## config.mk

```make
export PLATFORM = sky130hd
export DESIGN_NAME = three_wire_serial_byte_master
export DESIGN_NICKNAME = d
export VERILOG_FILES = /design/src/rtl/core/tws_pkg.sv /design/src/rtl/core/three_wire_serial_byte_master.sv /design/src/rtl/core/tws_step.sv /design/src/rtl/core/tws_outbuf.sv
export SDC_FILE = /design/constraint.sdc
export NUM_CORES = 1
export LEC_CHECK = 0
export BUFFER_PORTS_ARGS = -buffer_cell sky130_fd_sc_hd__buf_2
export CAP_MARGIN = 20
export CORE_AREA = 5 5 138 140
export CTS_CLUSTER_DIAMETER = 150
export DETAILED_ROUTE_END_ITERATION = 10
export DIE_AREA = 0 0 143 145
export HOLD_SLACK_MARGIN = 0.03
export PLACE_DENSITY = 0.51
export SYNTH_ARGS = -nofsm -noshare
export SYNTH_HDL_FRONTEND = slang
export SYNTH_SLANG_ARGS = --single-unit
```

## constraint.sdc

```tcl
create_clock -name clk -period 4 [get_ports clk]
set_clock_uncertainty 0.05 [all_clocks]
set_input_delay 0.8 -clock clk [delete_from_list [all_inputs] [get_ports clk]]
set_output_delay 0.8 -clock clk [all_outputs]
set_load 0.01 [all_outputs]
```

## src/rtl/core/tws_pkg.sv

```systemverilog
// Package for the three-wire serial byte master.
// Holds phase and function codes, field widths and the state/result structs.
// No dependencies.
package tws_pkg;

  localparam int BITS_PER_BYTE = 8;

  localparam int SETUP_W = 10;
  localparam int HIGH_W  = 8;
  localparam int TURN_W  = 10;
  localparam int TICK_W  = 10;
  localparam int CFG_W   = 10;

  localparam logic [1:0] CFG_SETUP = 2'd0;
  localparam logic [1:0] CFG_HIGH  = 2'd1;
  localparam logic [1:0] CFG_TURN  = 2'd2;

  localparam logic [1:0] FUNC_TICK  = 2'd0;
  localparam logic [1:0] FUNC_WRITE = 2'd1;
  localparam logic [1:0] FUNC_READ  = 2'd2;

  localparam logic [2:0] PH_IDLE = 3'd0;
  localparam logic [2:0] PH_PRE  = 3'd1;
  localparam logic [2:0] PH_HIGH = 3'd2;
  localparam logic [2:0] PH_POST = 3'd3;
  localparam logic [2:0] PH_TURN = 3'd4;

  typedef struct packed {
    logic [2:0]        phase;
    logic [3:0]        bit_count;
    logic [TICK_W-1:0] tick_count;
    logic [7:0]        shift_out;
    logic [7:0]        pending_data;
    logic              is_read;
    logic [7:0]        shift_in;
  } state_t;

  typedef struct packed {
    logic       rejected;
    logic [7:0] read_byte;
    logic       done_res;
    logic       busy_res;
    logic       data_pin_drive;
    logic       data_pin_out;
    logic       serial_clock;
    logic       chip_enable;
  } result_t;

  typedef struct packed {
    logic [SETUP_W-1:0] setup_ticks;
    logic [HIGH_W-1:0]  high_ticks;
    logic [TURN_W-1:0]  turnaround_ticks;
  } cfg_t;

endpackage

```

## src/rtl/core/three_wire_serial_byte_master.sv

```systemverilog
// Top level of the three-wire serial byte master.
// Depends on tws_pkg, tws_step and tws_outbuf.
//
// Usage: each slave-side transaction is one time tick (tuser = 0 or 3) or a
// start command (tuser = 1 write, 2 read). Commands are taken only while the
// bus is idle; a command during a transfer is reported as rejected and counts
// as a tick. Every accepted item yields exactly one master-side transaction
// carrying the pin levels and status after that tick, plus the read byte.
// The result is written into the result buffer when the item is accepted.
// Throughput: one item per cycle while the result buffer has room; the sequencer
// steps once per item through a single level of next-state logic into the state register.
// A two-entry result buffer keeps s_tready high while one result waits;
// s_tready drops only when both entries are held by a stalled receiver.
// Reset: sequencer idle, all counters and shift registers cleared, buffer empty, timing
// registers back to setup 5, high 1, turnaround 8. Timing registers are written through
// cfg_we/cfg_index/cfg_data; the user must do so only while idle, unchecked by the block.
module three_wire_serial_byte_master
  import tws_pkg::*;
(
  input  logic             clk,
  input  logic             rst,
  input  logic             s_tvalid,
  output logic             s_tready,
  input  logic [23:0]      s_tdata,  // command_byte[7:0], write_byte[15:8], data_pin_in[16]
  input  logic [1:0]       s_tuser,  // func[1:0]
  output logic             m_tvalid,
  input  logic             m_tready,
  output logic [15:0]      m_tdata,  // chip_enable, serial_clock, data_pin_out,
                                     // data_pin_drive, busy_res, done_res,
                                     // read_byte[13:6], rejected[14]
  input  logic             cfg_we,
  input  logic [1:0]       cfg_index,
  input  logic [CFG_W-1:0] cfg_data
);

  state_t  st;
  state_t  st_next;
  cfg_t    cfg;
  result_t step_res;
  result_t out_res;
  logic    accept;
  logic    has_room;

  assign s_tready = has_room;
  assign accept   = s_tvalid && has_room;

  tws_step u_step (
    .cur          (st),
    .cfg          (cfg),
    .func         (s_tuser),
    .command_byte (s_tdata[7:0]),
    .write_byte   (s_tdata[15:8]),
    .data_pin_in  (s_tdata[16]),
    .nxt          (st_next),
    .res          (step_res)
  );

  always_ff @(posedge clk) begin
    if (rst)
      st <= '0;
    else if (accept)
      st <= st_next;
  end

  always_ff @(posedge clk) begin
    if (rst) begin
      cfg.setup_ticks      <= SETUP_W'(5);
      cfg.high_ticks       <= HIGH_W'(1);
      cfg.turnaround_ticks <= TURN_W'(8);
    end else if (cfg_we) begin
      case (cfg_index)
        CFG_SETUP: cfg.setup_ticks      <= cfg_data[SETUP_W-1:0];
        CFG_HIGH:  cfg.high_ticks       <= cfg_data[HIGH_W-1:0];
        CFG_TURN:  cfg.turnaround_ticks <= cfg_data[TURN_W-1:0];
        default:   ;
      endcase
    end
  end

  tws_outbuf u_outbuf (
    .clk       (clk),
    .rst       (rst),
    .push      (accept),
    .push_data (step_res),
    .has_room  (has_room),
    .out_valid (m_tvalid),
    .out_ready (m_tready),
    .out_data  (out_res)
  );

  assign m_tdata = {1'b0, out_res};

  a_idle_clean: assert property (@(posedge clk) disable iff (rst)
    (st.phase == PH_IDLE) |-> (st.bit_count == '0 && st.tick_count == '0))
    else $error("idle sequencer holds stale counters");

  a_start_enters_pre: assert property (@(posedge clk) disable iff (rst)
    (accept && st.phase == PH_IDLE && (s_tuser == FUNC_WRITE || s_tuser == FUNC_READ))
      |=> (st.phase == PH_PRE))
    else $error("start command did not begin a transfer");

  a_phase_legal: assert property (@(posedge clk) disable iff (rst)
    st.phase <= PH_TURN)
    else $error("sequencer phase out of range");

  a_hold_when_full: assert property (@(posedge clk) disable iff (rst)
    !s_tready |=> $stable(st))
    else $error("sequencer advanced while result buffer full");

endmodule

```

## src/rtl/core/tws_step.sv

```systemverilog
// Next-state and pin logic for one tick or command of the serial master.
// Purely combinational; depends on tws_pkg.
module tws_step
  import tws_pkg::*;
(
  input  state_t     cur,
  input  cfg_t       cfg,
  input  logic [1:0] func,
  input  logic [7:0] command_byte,
  input  logic [7:0] write_byte,
  input  logic       data_pin_in,
  output state_t     nxt,
  output result_t    res
);

  logic              start;
  logic [TICK_W-1:0] lim;
  logic [TICK_W-1:0] lim_eff;
  logic              hit;
  logic [TICK_W-1:0] tick_inc;
  logic [3:0]        bc_inc;
  logic              in_read_byte;
  logic              drive;

  always_comb begin
    case (cur.phase)
      PH_HIGH: lim = TICK_W'(cfg.high_ticks);
      PH_TURN: lim = cfg.turnaround_ticks;
      default: lim = cfg.setup_ticks;
    endcase
    lim_eff  = (lim == '0) ? TICK_W'(1) : lim;
    hit      = ({1'b0, cur.tick_count} + (TICK_W+1)'(1)) >= {1'b0, lim_eff};
    tick_inc = cur.tick_count + TICK_W'(1);
    bc_inc   = cur.bit_count + 4'd1;
  end

  always_comb begin
    start = (func == FUNC_WRITE) || (func == FUNC_READ);
    nxt = cur;
    res = '0;
    if (cur.phase == PH_IDLE) begin
      if (start) begin
        nxt.is_read      = (func == FUNC_READ);
        nxt.shift_out    = (func == FUNC_READ) ? (command_byte | 8'h01)
                                               : (command_byte & 8'hFE);
        nxt.pending_data = write_byte;
        nxt.bit_count    = '0;
        nxt.tick_count   = '0;
        nxt.phase        = PH_PRE;
      end
    end else begin
      res.rejected = start;
      case (cur.phase)
        PH_PRE: begin
          if (cur.is_read && (cur.bit_count >= 4'(BITS_PER_BYTE)) && (cur.tick_count == '0))
            nxt.shift_in = {data_pin_in, cur.shift_in[7:1]};
          if (hit) begin
            nxt.tick_count = '0;
            nxt.phase      = PH_HIGH;
          end else begin
            nxt.tick_count = tick_inc;
          end
        end
        PH_HIGH: begin
          if (hit) begin
            nxt.tick_count = '0;
            nxt.phase      = PH_POST;
          end else begin
            nxt.tick_count = tick_inc;
          end
        end
        PH_POST: begin
          if (hit) begin
            nxt.tick_count = '0;
            nxt.bit_count  = bc_inc;
            if (bc_inc == 4'd0) begin
              nxt.phase     = PH_IDLE;
              nxt.bit_count = '0;
            end else if (bc_inc == 4'(BITS_PER_BYTE)) begin
              if (cur.is_read) begin
                nxt.phase = (cfg.turnaround_ticks == '0) ? PH_PRE : PH_TURN;
              end else begin
                nxt.shift_out = cur.pending_data;
                nxt.phase     = PH_PRE;
              end
            end else begin
              nxt.shift_out = {1'b0, cur.shift_out[7:1]};
              nxt.phase     = PH_PRE;
            end
          end else begin
            nxt.tick_count = tick_inc;
          end
        end
        PH_TURN: begin
          if (hit) begin
            nxt.tick_count = '0;
            nxt.phase      = PH_PRE;
          end else begin
            nxt.tick_count = tick_inc;
          end
        end
        default: nxt.phase = PH_IDLE;
      endcase
      res.done_res = (nxt.phase == PH_IDLE);
    end

    in_read_byte       = nxt.is_read && (nxt.bit_count >= 4'(BITS_PER_BYTE));
    res.chip_enable    = (nxt.phase != PH_IDLE);
    res.busy_res       = res.chip_enable;
    drive              = res.chip_enable && (nxt.phase != PH_TURN) && !in_read_byte;
    res.data_pin_drive = drive;
    res.data_pin_out   = drive & nxt.shift_out[0];
    res.serial_clock   = (nxt.phase == PH_HIGH);
    res.read_byte      = nxt.shift_in;
  end

endmodule

```

## src/rtl/core/tws_outbuf.sv

```systemverilog
// Two-entry result buffer between the sequencer and the master-side stream.
// Depends on tws_pkg for the result struct.
module tws_outbuf
  import tws_pkg::*;
(
  input  logic    clk,
  input  logic    rst,
  input  logic    push,
  input  result_t push_data,
  output logic    has_room,
  output logic    out_valid,
  input  logic    out_ready,
  output result_t out_data
);

  result_t    entries [2];
  logic       wr_ptr;
  logic       rd_ptr;
  logic [1:0] count;
  logic       pop;

  assign pop       = out_valid && out_ready;
  assign out_valid = (count != 2'd0);
  assign has_room  = (count != 2'd2);
  assign out_data  = entries[rd_ptr];

  always_ff @(posedge clk) begin
    if (push)
      entries[wr_ptr] <= push_data;
  end

  always_ff @(posedge clk) begin
    if (rst) begin
      wr_ptr <= 1'b0;
      rd_ptr <= 1'b0;
      count  <= 2'd0;
    end else begin
      if (push)
        wr_ptr <= ~wr_ptr;
      if (pop)
        rd_ptr <= ~rd_ptr;
      count <= count + 2'(push) - 2'(pop);
    end
  end

endmodule

```

# Yosys cells after proc, flatten, opt, wreduce, memory -nomap -nowiden
# Memory sizes are Yosys's and may differ from the RTL's. A register that Yosys moved wholly into a read port is not among the register bits.
# Cells that the tools add are included.
word_totals:
  ramBits: 30
  regBits: 74
  n_memories: 1
  output_inout_bits: 18
classes:
  muxes: 34
  eq_ne: 15
  n_lt_le_gt_ge: 3
  n_bitwise: 3
  reduce_logical: 28
  add_sub_neg: 5
memory_table:
  columns: ["name", "words", "width", "rd", "rd_clocked_by_memory_dff", "write_ports", "line_no", "text"]
  rows:
  - ["u_outbuf.entries", 2, 15, 1, 1, 1, "tws_outbuf.sv:16", "result_t entries [2];"]
op_table:
  columns: ["operator", "count"]
  rows:
  - ["$mux 8", 8]
  - ["$mux 34", 1]
  - ["$logic_not 10->1", 3]
  - ["$mux 10", 3]
  - ["$mux 25", 1]
  - ["$mux 3", 8]
  - ["$pmux 10 s2", 1]
  - ["$pmux 3 s4", 1]
  - ["$add 10x1->11 const B", 1]
  - ["$ge 11x10->1", 1]
  - ["$add 10x1->10 const B", 1]
  - ["$eq 3x2->1 const B", 3]
  - ["$ge 4x4->1 const B", 2]
  - ["$mux 1", 8]
  - ["$mux 4", 2]
  - ["$reduce_bool 2->1", 4]
  - ["$logic_and 1x1->1", 7]
  - ["$mux 7", 1]
  - ["$logic_not 3->1", 2]
  - ["$reduce_and 2->1", 3]
  - ["$reduce_and 3->1", 2]
  - ["$reduce_and 6->1", 1]
  - ["$add 4x1->4 const B", 1]
  - ["$eq 2x1->1 const B", 2]
  - ["18 further kinds", 21]

# Logic depth before layout (Yosys ltp)
# Gate-level depths: netlist (run 1).
depth:
  word_depth: 14
  mapped_depth: 18
  ltp_nobuf: 14

# Cells and area by module
# A second synthesis (run 1) with hierarchy kept.
unflattened:
  hier_cells: 656
  area_unflattened_um2: 6253.5
modules_own_cells:
  columns: ["module", "area_per_inst_um2", "n_inst", "seq_area_each_um2", "cells_per_inst"]
  rows:
  - ["three_wire_serial_byte_master", 2991.6, 1, 1401.3, 301]
  - ["tws_step", 1884.3, 1, 0.0, 285]
  - ["tws_outbuf", 1377.6, 1, 1001.0, 70]

# Least setup slack after synthesis (run 1)
# OpenSTA, ideal clock, no wires.
synth_path:
  path_kind: "register -> register"
  start: "register st[41] in the netlist's numbering"
  end: "register st[32] in the netlist's numbering"
  t_required_ns: 3.876
  slack_ns: 0.786
  t_arrival_ns: 3.089
  path_buffers: 4
  stages_incl_launch_ff: 19
  cell_sequence: "dfxtp_1 clkbuf_1 buf_1 nor2b_1 a21oi_1 nor2_1 a21oi_1 nand4_1 o31ai_1 ha_1 nor2b_1 o21ai_0 a21oi_1 o21ai_0 buf_2 nor4_1 buf_2 nand3_1 a31oi_1"
synth_between:
  elab_chain_cells: 8
  elab_cells_between_ends: 16
synth_rtl:
  columns: ["element", "line_no", "text"]
  rows:
  - ["start: declaration", "three_wire_serial_byte_master.sv:36", "state_t st;"]
  - ["start signal: assignment", "three_wire_serial_byte_master.sv:62", "st <= st_next;"]
  - ["$eq 3x3->1 or $eq 3x2->1 (tied branches)", "tws_step.sv:26, tws_step.sv:53", null]
  - ["$pmux 10 s2", "tws_step.sv:26", "case (cur.phase)"]
  - ["$logic_not 10->1", "tws_step.sv:31", "lim_eff = (lim == '0) ? TICK_W'(1) : lim;"]
  - ["$mux 10", "tws_step.sv:31", null]
  - ["$ge 11x10->1", "tws_step.sv:32", "hit = ({1'b0, cur.tick_count} + (TICK_W+1)'(1)) >= {1'b0, lim_eff};"]
  - ["$mux 10 (2 in series)", null, null]
  - ["$mux 25", "tws_step.sv:41", "if (cur.phase == PH_IDLE) begin"]
# Several ways; a longest one is shown, not always the timed one. The select of a mux whose other input is x is not followed.
# A chain may end at the register's enable or synchronous reset.

==> reports/results.md, run 1 <==
• run status: completed
• Die Area: 20700 µm²
• remaining design rule violation count: 0
• number of flops mapped to enable cells by yosys: 28
• via count of the first global-routing pass: 4232
• maximum ir drop on the vdd rail: 0.238 mV
• list of cells traversed by the critical path: nand2_1 > nand2b_1 > nor2_1 > buf_4 > o22ai_1 > nand4_1 > o31ai_1 > ha_1 > nor2b_1 > o21ai_0 > a21oi_1 > o21ai_0 > buf_4 > and2_1 > mux2_2 > nor4_1
• power per standard cell area: 437 nW/µm²
• via count of the routed design: 4188
• area growth from synthesis to layout: 15.6%
• number of antenna violations at the first check in global routing: 0
• clk_lat worst skew: 0.36 ns
• family with the most delay on the worst path: simple AND/OR/NAND/NOR gates
• area inside the core boundary: 17700 µm²
• setup violation total in the final timing report: 0
• library cell with the largest summed area after synthesis: dfxtp_1
• pin count of the biggest net entering global routing: 29
• cts bufs inserted: 9
• fraction of registers with async set/reset: 0%
• half-perimeter wire length after placement: 8770 µm
• maximum count of clock buffers along a single path: 2
• fraction of the yosys area taken by sequential cells: 44.9%
• actual transition at the worst max-transition pin: 0.785 ns
• # port buffers: 51
• DR iter-0 viols: 206
• relative slew slack: 47.5%
• clock sinks: 103
• Chip Width: 143 µm
• filler instances: 1806
• Data arrival, critical path: 3.70 ns
• cell area after placement: 5720 µm²
• XOR/XNOR share of the synthesized area: 1.34%
• CTS H-tree lvls: 3
• final weighted congestion in routability-driven placement: 0.768
• row count: 49
• worst path buffer plus inverter count: 2
• list of most frequent post-synthesis cells: dfxtp_1, nand2_1, nor2_1
• Final Cycle Share: 90.2%
• aggregate global routing overflow: 0
• routed wire length per instance: 14.4 µm
• area share of the largest cell type after synthesis: 28.8%
• delay contributed by the slowest stage of the critical path: 0.47 ns
• worst min-delay path class: register to register
• number of primary I/O pins: 61
• post-CTS setup repair buffer count: 0
• most instantiated flip-flop cell in the synthesis netlist: dfxtp_1
• largest fanout on the critical path: 14
• final std cell area, no fill: 6030 µm²
• critical path data required time: 4.09 ns
• final slew viol count: 0
• Routed Antenna Nets: 0
• crit path capture type: register
• R2R cell count: 16
• net count reported at finish: 670
• Post-Route Setup TNS: 0 ns
• distinct cell type count of the synthesized netlist: 57
• count of cell instances traversed by the critical path: 16
• Min-Delay Path Depth: 2
• synthesized area per cell: 9.19 µm²
• min cycle time layout: 3.61 ns
• cell type of the slowest stage on the worst timing path: dfxtp_2
• clock root buffer: clkbuf_16
• syn nets: 629
• Post-Syn Instances: 568
• complex-gate fraction of the synthesized area: 15.0%
• layout cell share with drive strength beyond 1: 19.5%
• Core Util, Final: 34.1%
• share of synthesized cell area in and, or, nand and nor gates: 20.5%
• synthesized area: 5220 µm²
• overall routed net length: 12200 µm
• Syn. warnings: 0
• share of cell area taken by muxes after synthesis: 9.76%
• static leakage power: 2.39 nW
• chip height: 145 µm
• Diodes inserted: 0
• number of instances resized during post-cts repair: 0
• Starting Density: 29.5%
• Adder-Cell Fraction of Synth Area: 4.31%
• cts hold-fix bufs: 0
• #FFs+latches synth: 103
• startpoint type of the worst setup path: register
• TritonCTS clock tree: yes
• global-route wire length before repair: 20900 µm
• Worst Setup Path Type: register to register
• clock input transition at the sequential cells of the worst setup and hold paths: 0.07 ns
• max-capacitance violation count: 0
• Peak Freq: 277 MHz
• unrepaired setup endpoints after global routing: no
• DRT Pass-1 Iters: 4
• most frequently used cell type in the post-synthesis netlist: dfxtp_1
• leading post-synthesis cells by cell area: dfxtp_1, edfxtp_1, mux2_2, nand2_1, mux2i_1
• overall routing resource usage: 12.2%
• number of vias per cell: 4.97
• main combinational cell family by area after synthesis: simple AND/OR/NAND/NOR gates
• final hold violation count: 0
## cells in the final DEF (no fill, tap or decap), types with 4 or more instances in the layout
| cell type | synthesis | routed |
|---|---|---|
| buf_2 | 5 | 51 |
| nor4_1 | 6 | 5 |
| o22ai_1 | 9 | 9 |
| a221oi_1 | 6 | 6 |
| a211o_1 | 5 | 5 |
| nand4_1 | 4 | 4 |
| o22a_1 | 8 | 8 |
| mux2i_1 | 25 | 25 |
| inv_1 | 14 | 14 |
| dfxtp_1 | 75 | 74 |
| edfxtp_1 | 28 | 28 |
| a22o_1 | 6 | 6 |
| nand3b_1 | 6 | 6 |
| nand2_1 | 67 | 67 |
| nand3_1 | 16 | 16 |
| nor2b_1 | 20 | 20 |
| and3_1 | 5 | 5 |
| o21ai_0 | 11 | 11 |
| nor2_1 | 63 | 63 |
| and2_1 | 6 | 6 |
| buf_4 | 3 | 13 |
| clkbuf_16 | 0 | 9 |
| nor3_1 | 14 | 13 |
| xnor2_1 | 7 | 7 |
| ha_1 | 18 | 18 |
| a21oi_1 | 44 | 44 |
| or2_2 | 6 | 6 |
| mux2_2 | 23 | 23 |
## state kept, by name (all words and copies together), names as in the netlist, named ones only
register / flops
u_outbuf.wr_ptr: 1
u_outbuf.count: 2
st: 42
cfg: 28
u_outbuf.rd_ptr: 1
u_outbuf.entries: 28
## where the power goes
group,total (mW),internal [mW],switching (mW),leakage (nW)
Combinational,0.518,0.234,0.284,1.36
Clock,0.880,0.446,0.434,0.146
Sequential,1.24,1.18,0.0612,0.879
Total,2.64,1.86,0.779,2.39
## cell families after synthesis
group	Yosys count
simple gates	225
compound gates	116
flops	103
buf+inv	49
mux	48
fa+ha+maj	18
xor+xnor	8
other cells	1
## per-layer routing
layer  vias to the layer above  global-route usage (%)  routed length [µm]
met3                        10                    3.03                 605
met4                         0                    3.23                 138
met2                        86                    19.5                5750
met1                      1989                    16.6                5680
li1                       2103                       -                   -
met5                         -                       0                   0
## path summary, 6_finish.rpt
kind,start,to,slack (ns)
setup reg to reg,st[40],u_outbuf.entries[1][2],0.39
hold reg to reg,st[14],st[14],0.41
setup / recovery,st[40],u_outbuf.entries[1][2],0.39
hold / removal,st[14],st[14],0.41
## layout make-up
class	count	area, µm²	share of cell area (%)
clock buffer	9	225	3.73
inverter	14	52.6	0.871
tap	229	287	4.75
multi-input combinational	416	2680	44.4
sequential	103	2340	38.8
clock inverter	7	85.1	1.41
timing repair buffer	65	364	6.03
## through the flow
stage	setup WS (ns)	hold WS [ns]	std cells	power (mW)
after floorplan	0.786	0.383	568	1.61
after global placement	0.334	0.391	826	1.78
after detailed placement	0.213	0.399	827	1.79
after CTS	0.186	0.410	843	2.69
after global routing	0.0371	0.443	843	2.78
final	0.392	0.410	843	2.64
## worst reg2reg max path, delay by kind of cell, from the launching register on
family	cells	cell delay [ns]
mux	1	0.27
fa+ha+maj	1	0.27
buf+inv	2	0.37
compound gates	5	0.97
flops	1	0.47
simple gates	7	1.01
No activity file was read; power rests on OpenSTA's default activity.
==> run 2: changes to the inputs <==
ABC_AREA = 1   (was unset)
CORE_AREA = 5 5 139 141   (was 5 5 138 140)
DIE_AREA = 0 0 144 146   (was 0 0 143 145)
==> reports/results.md, run 2 <==
• synthesized area per cell: 7.89 µm²
• most frequently used cell type in the post-synthesis netlist: nand2_1
• Core Util, Final: 33.9%
• run status: completed
• power per standard cell area: 530 nW/µm²
• chip height: 146 µm
• cts bufs inserted: 9
• number of antenna violations at the first check in global routing: 0
• number of vias per cell: 4.41
• number of instances resized during post-cts repair: 0
• list of most frequent post-synthesis cells: nand2_1, inv_1, nor2_1
• DR iter-0 viols: 183
• area inside the core boundary: 17800 µm²
• worst min-delay path class: register to register
• Chip Width: 144 µm
• Peak Freq: 292 MHz
• most used cell along the critical path: nand2_1
• most instantiated flip-flop cell in the synthesis netlist: dfxtp_1
• fraction of the yosys area taken by sequential cells: 44.3%
• crit path capture type: register
• TritonCTS clock tree: yes
• Adder-Cell Fraction of Synth Area: 4.26%
• number of primary I/O pins: 61
• global-route wire length before repair: 20900 µm
• startpoint of the most critical setup path: st[40]
• final slew viol count: 0
• Worst R2R Setup Slack: 0.57 ns
• half-perimeter wire length after placement: 8570 µm
• layout cell share with drive strength beyond 1: 17.7%
• row count: 49
• startpoint type of the worst setup path: register
• cell area after placement: 5750 µm²
• XOR/XNOR share of the synthesized area: 1.66%
• FF-to-FF Start: st[40]
• distinct cell type count of the synthesized netlist: 47
• share of cell area taken by muxes after synthesis: 2.98%
• maximum count of clock buffers along a single path: 2
• clock sinks: 103
• via count of the routed design: 4190
• area growth from synthesis to layout: 14.6%
• number of flops mapped to enable cells by yosys: 28
• final std cell area, no fill: 6050 µm²
• final weighted congestion in routability-driven placement: 0.786
• pin count of the biggest net entering global routing: 39
• remaining design rule violation count: 0
• delay contributed by the slowest stage of the critical path: 0.46 ns
• setup violation total in the final timing report: 0
• list of cells traversed by the critical path: inv_2 > nor2_4 > nand2_4 > nand2_4 > inv_4 > a221oi_2 > nand2_1 > nor2_1 > nand2_1 > o21ai_1 > ha_1 > nand2_1 > inv_1 > nand2_1 > nor3_1 > nor2_2 > nand2_4 > a21oi_1 > nand2_1 > nand2_1 > nand2_1 > or2_1
• total power consumption of the routed design: 3.21 mW
• synthesized area: 5290 µm²
• actual transition at the worst max-transition pin: 0.645 ns
• Routed Antenna Nets: 0
• routed wire length per instance: 12.8 µm
• final hold violation count: 0
• clock input transition at the sequential cells of the worst setup and hold paths: 0.07 ns
• area share of the largest cell type after synthesis: 28.4%
• max reg flops: 42
• syn nets: 731
• top library cells by usage in the layout, fill and taps aside: nand2_1, inv_1, nor2_1, dfxtp_1, o21ai_0
• via count of the first global-routing pass: 4148
• total area of multi-input combinational cells: 2430 µm²
• clock root buffer: clkbuf_16
• filler instances: 1938
• endpoint of the worst register-to-register path: u_outbuf.entries[0][4]
• critical path data required time: 4.05 ns
• Final Cycle Share: 85.7%
• Diodes inserted: 0
• cell type of the slowest stage on the worst timing path: dfxtp_1
• commonest non-fill, non-tap cell in the layout: nand2_1
• Largest regs: st (42), cfg (28), u_outbuf.entries (28)
• max-capacitance violation count: 0
• Sequential cell area: 2340 µm²
• Placed Instances: 935
• DRT Pass-1 Iters: 4
• post-layout instance count excluding filler cells: 951
• Syn. warnings: 0
• static leakage power: 2.67 nW
• # port buffers: 51
• fraction of registers with async set/reset: 0%
• Data arrival, critical path: 3.47 ns
• #FFs+latches synth: 103
• aggregate global routing overflow: 0
• post-CTS setup repair buffer count: 0
• main combinational cell family by area after synthesis: simple AND/OR/NAND/NOR gates
• Reg with most FFs: st
• net count reported at finish: 778
• Worst Setup Path Type: register to register
• Die Area: 21000 µm²
• overall routed net length: 12200 µm
• clk_lat worst skew: 0.35 ns
• maximum ir drop on the vdd rail: 0.318 mV
• largest fanout on the critical path: 8
• unrepaired setup endpoints after global routing: no
• library cell with the largest summed area after synthesis: dfxtp_1
• CTS H-tree lvls: 3
• Starting Density: 29.6%
• share of synthesized cell area in and, or, nand and nor gates: 22.3%
• R2R cell count: 22
• Post-Syn Instances: 670
• overall routing resource usage: 12.3%
• complex-gate fraction of the synthesized area: 14.7%
• leading post-synthesis cells by cell area: dfxtp_1, edfxtp_1, nand2_1, inv_1, nor2_1
• timing endpoint of the critical path: u_outbuf.entries[0][4]
• Post-Route Setup TNS: 0 ns
• cts hold-fix bufs: 0
• relative slew slack: 56.9%
• min cycle time layout: 3.43 ns
==> run 2: cell types whose count changed after synthesis, moves of 12 or more <==
| cell | delta |
|---|---|
| clkbuf_1 | -12 |
| o21ai_0 | +44 |
| nor2_1 | +18 |
| mux2i_1 | -25 |
| nand2_1 | +60 |
| nor2b_1 | -20 |
| inv_1 | +74 |
| o21ai_1 | +15 |
==> run 2: worst max-delay path: cells and delay by family, from the launching register on <==
kind	cells	cell delay, ns
adders and majority gates	1	0.24
buffers and inverters	3	0.20
DFF	1	0.46
AOI/OAI and AO/OA	3	0.55
and+or+nand+nor	15	1.65
==> run 2: report_power, final <==
| part | leakage, nW | switching [mW] | internal, mW |
|---|---|---|---|
| registers | 0.881 | 0.0828 | 1.25 |
| clock network | 0.146 | 0.417 | 0.494 |
| logic | 1.64 | 0.613 | 0.350 |
==> run 2: layout make-up <==
| class | count | area share [%] |
|---|---|---|
| clock buffer | 9 | 3.72 |
| inverter | 100 | 6.28 |
| clock inverter | 7 | 1.30 |
| tap | 229 | 4.73 |
| timing repair buffer | 58 | 5.08 |
| multi-input combinational | 445 | 40.2 |
| sequential | 103 | 38.7 |
==> run 2: how the worst min path moves through the flow <==
| stage | from | endpoint | slack [ns] | cells past startpoint |
|---|---|---|---|---|
| floorplan | u_outbuf.rd_ptr | register | 0.38 | 1 |
| finish | u_outbuf.rd_ptr | u_outbuf.rd_ptr | 0.40 | 1 |
| detailed placement | u_outbuf.rd_ptr | register | 0.39 | 1 |
| global route | cfg[21] | cfg[21] | 0.44 | 2 |
| CTS | u_outbuf.rd_ptr | register | 0.41 | 1 |
| global placement | u_outbuf.rd_ptr | register | 0.39 | 1 |
==> run 2: per-layer routing <==
metal / global-route usage, % / up-vias / share of wire (%)
met5: 0 / - / 0
met4: 3.30 / 0 / 1.3
met3: 3.12 / 11 / 5.0
met2: 19.0 / 80 / 44
met1: 17.0 / 1829 / 50
li1: - / 2270 / -
==> run 2: per-stage QoR <==
stage / worst slack (ns) / hold slack, ns
floorplan: 1.04 / 0.376
global placement: 0.595 / 0.388
detailed placement: 0.603 / 0.393
CTS: 0.590 / 0.406
global route: 0.273 / 0.437
finish: 0.572 / 0.402
==> run 2: cells by family after synthesis <==
group,count (synthesis)
XOR/XNOR,10
adder cells (fa/ha/maj),18
AND/OR/NAND/NOR,263
buffers and inverters,122
multiplexers,14
AO/OA/AOI/OAI,139
flip-flops,103
other,1
==> run 3: changes to the inputs <==
CORE_AREA = 2 2 136 138   (was 5 5 139 141)
DIE_AREA = 0 0 138 140   (was 0 0 144 146)
PLACE_DENSITY = 0.53   (was 0.51)
clock period = 2.79 ns   (was 4 ns; I/O delays follow)
==> reports/results.md, run 3 (synthesis results as in run 2) <==
• cell type of the slowest stage on the worst timing path: dfxtp_4
• maximum count of clock buffers along a single path: 2
• internal cell power: 3.28 mW
• critical path data required time: 2.84 ns
• DRT Pass-1 Iters: 4
• crit path capture type: register
• total area of multi-input combinational cells: 2640 µm²
• run status: complete, but fails checks
• Starting Density: 29.7%
• CTS H-tree lvls: 3
• proportion of total power due to net switching: 35.0%
• aggregate global routing overflow: 0
• Largest regs: st (42), cfg (28), u_outbuf.entries (28)
• Sequential cell area: 2350 µm²
• startpoint of the tightest hold check path: s_tdata[9]
• post-layout instance count excluding filler cells: 1015
• number of vias per cell: 4.47
• remaining design rule violation count: 0
• top library cells by usage in the layout, fill and taps aside: nand2_1, inv_1, nor2_1, dfxtp_1, buf_4
• area growth from synthesis to layout: 28.3%
• number of primary I/O pins: 61
• list of cells traversed by the critical path: inv_4 > nor2_4 > nand2_4 > nand2_8 > inv_8 > a221oi_1 > nand3_1 > o21ai_1 > ha_1 > nand2_1 > inv_1 > nand2_1 > nor3_2 > nor2_2 > nand2_4 > a21oi_2 > nand2_2 > nand2_2 > nand2_2 > or2_1
• most used cell along the critical path: nand2_2
• actual transition at the worst max-transition pin: 0.661 ns
• area inside the core boundary: 17800 µm²
• number of antenna violations at the first check in global routing: 0
• violations in the final reports: setup timing
• final std cell area, no fill: 6780 µm²
• clock sinks: 103
• R2R cell count: 20
• power per standard cell area: 744 nW/µm²
• Peak Freq: 338 MHz
• Diodes inserted: 0
• global-route wire length before repair: 20500 µm
• Die Area: 19300 µm²
• commonest non-fill, non-tap cell in the layout: nand2_1
• pin count of the biggest net entering global routing: 50
• Final Cycle Share: 106%
• DR iter-0 viols: 166
• cell area after placement: 6190 µm²
• Worst R2R Setup Slack: -0.17 ns
• row count: 49
• half-perimeter wire length after placement: 8920 µm
• Routed Antenna Nets: 0
• final slew viol count: 0
• end point of the most critical hold path: st[10]
• layout cell share with drive strength beyond 1: 29.6%
• clock network fraction of design power: 26.3%
• cts hold-fix bufs: 0
• via count of the first global-routing pass: 4166
• clock input transition at the sequential cells of the worst setup and hold paths: 0.08 ns
• setup violation total in the final timing report: 12
• proportion of power drawn by flip-flops and latches: 37.8%
• Data arrival, critical path: 3.01 ns
• chip height: 140 µm
• largest fanout on the critical path: 6
• # port buffers: 51
• Placed Instances: 989
• delay contributed by the slowest stage of the critical path: 0.39 ns
• maximum ir drop on the vdd rail: 0.595 mV
• filler instances: 1857
• Min-Delay Path Depth: 3
• worst min-delay path class: input pin to register
• static leakage power: 3.02 nW
• proportion of power drawn by combinational gates: 35.9%
• Reg with most FFs: st
• final hold violation count: 0
• routed wire length per instance: 12.3 µm
• startpoint type of the worst setup path: register
• endpoint of the worst register-to-register path: u_outbuf.entries[1][4]
• relative slew slack: 55.8%
• worst path buffer plus inverter count: 3
• via count of the routed design: 4540
• clk_lat worst skew: 0.35 ns
• unrepaired setup endpoints after global routing: yes
• family with the most delay on the worst path: simple AND/OR/NAND/NOR gates
• worst path setup slack after routing: -0.169 ns
• Worst Setup Path Type: register to register
• max-capacitance violation count: 0
• TritonCTS clock tree: yes
• Chip Width: 138 µm
• min cycle time layout: 2.96 ns
• FF-to-FF Start: st[40]
• cts bufs inserted: 9
• P_sw: 1.77 mW
• net count reported at finish: 842
• overall routed net length: 12500 µm
• final weighted congestion in routability-driven placement: 0.798
• max reg flops: 42
• clock root buffer: clkbuf_16
• overall routing resource usage: 13.1%
==> run 3: changes by cell type in the layout (fill, tap and decap cells not counted), moves of 6 or more <==
cell     before  now
a21oi_1      48   41
nand2_1     127  118
o21ai_2       2    8
buf_4         7   66
nand2_2       2   10
a21oi_2       1    8
==> run 3: layout make-up <==
cell class | instances | share of cell area, %
Inverter | 100 | 5.72
Clock buffer | 9 | 3.32
Tap cell | 229 | 4.23
Timing Repair Buffer | 121 | 11.9
Clock inverter | 7 | 1.29
Multi-Input combinational cell | 446 | 38.9
Sequential cell | 103 | 34.6
==> run 3: worst max-delay path by stage <==
stage	startpoint	endpoint	slack (ns)	depth (start not counted)
finish	st[40]	u_outbuf.entries[1][4]	-0.17	20
global route	st[26]	u_outbuf.entries[0][4]	-0.39	18
CTS	st[40]	u_outbuf.entries[1][4]	-0.23	22
detailed placement	st[25]	u_outbuf.entries[0][2]	-0.25	18
global placement	st[25]	u_outbuf.entries[0][2]	-0.22	18
floorplan	st[40]	u_outbuf.entries[0][4]	-0.06	22
==> run 3: what timing repair did <==
item                                    4_1_cts  5_1_grt
resized for setup                            20       32
endpoints found under the setup margin       33       35
gates cloned                                  1        0
pin swaps                                     6        9
buffers inserted                              5        4
==> run 3: worst min-delay path, delay by kind of cell <==
family,cells,cell delay (ns)
buffers and inverters,1,0.08
and+or+nand+nor,2,0.11
==> run 3: routing by layer <==
layer / routed length [µm] / vias up / GRT usage [%] / share of wire [%]
li1: - / 2406 / - / -
met3: 391 / 6 / 3.28 / 3.1
met1: 6150 / 2073 / 17.1 / 49
met4: 84 / 0 / 3.28 / 0.67
met5: 0 / - / 0 / 0
met2: 5840 / 55 / 21.7 / 47
==> run 3: power by group through the flow <==
| stage | logic (mW) | registers (mW) | clock network, mW |
|---|---|---|---|
| after floorplan | 1.09 | 1.90 | 0 |
| after global routing | 2.02 | 1.94 | 1.43 |
| after CTS | 1.69 | 1.91 | 1.37 |
| final | 1.81 | 1.91 | 1.33 |
| after detailed placement | 1.60 | 1.94 | 0 |
| after global placement | 1.59 | 1.94 | 0 |
==> run 3: metrics by stage <==
| step | setup TNS (ns) | util [%] | hold WS (ns) | total power, mW | setup WS, ns |
|---|---|---|---|---|---|
| finish | -1.34 | 38.1 | 0.371 | 5.05 | -0.169 |
| CTS | -2.37 | 37.3 | 0.360 | 4.97 | -0.225 |
| global route | -8.46 | 38.1 | 0.363 | 5.39 | -0.392 |
| floorplan | -0.113 | - | 0.376 | 2.99 | -0.0563 |
| detailed placement | -3.35 | 34.8 | 0.397 | 3.54 | -0.251 |
| global placement | -3.02 | 34.8 | 0.387 | 3.53 | -0.218 |
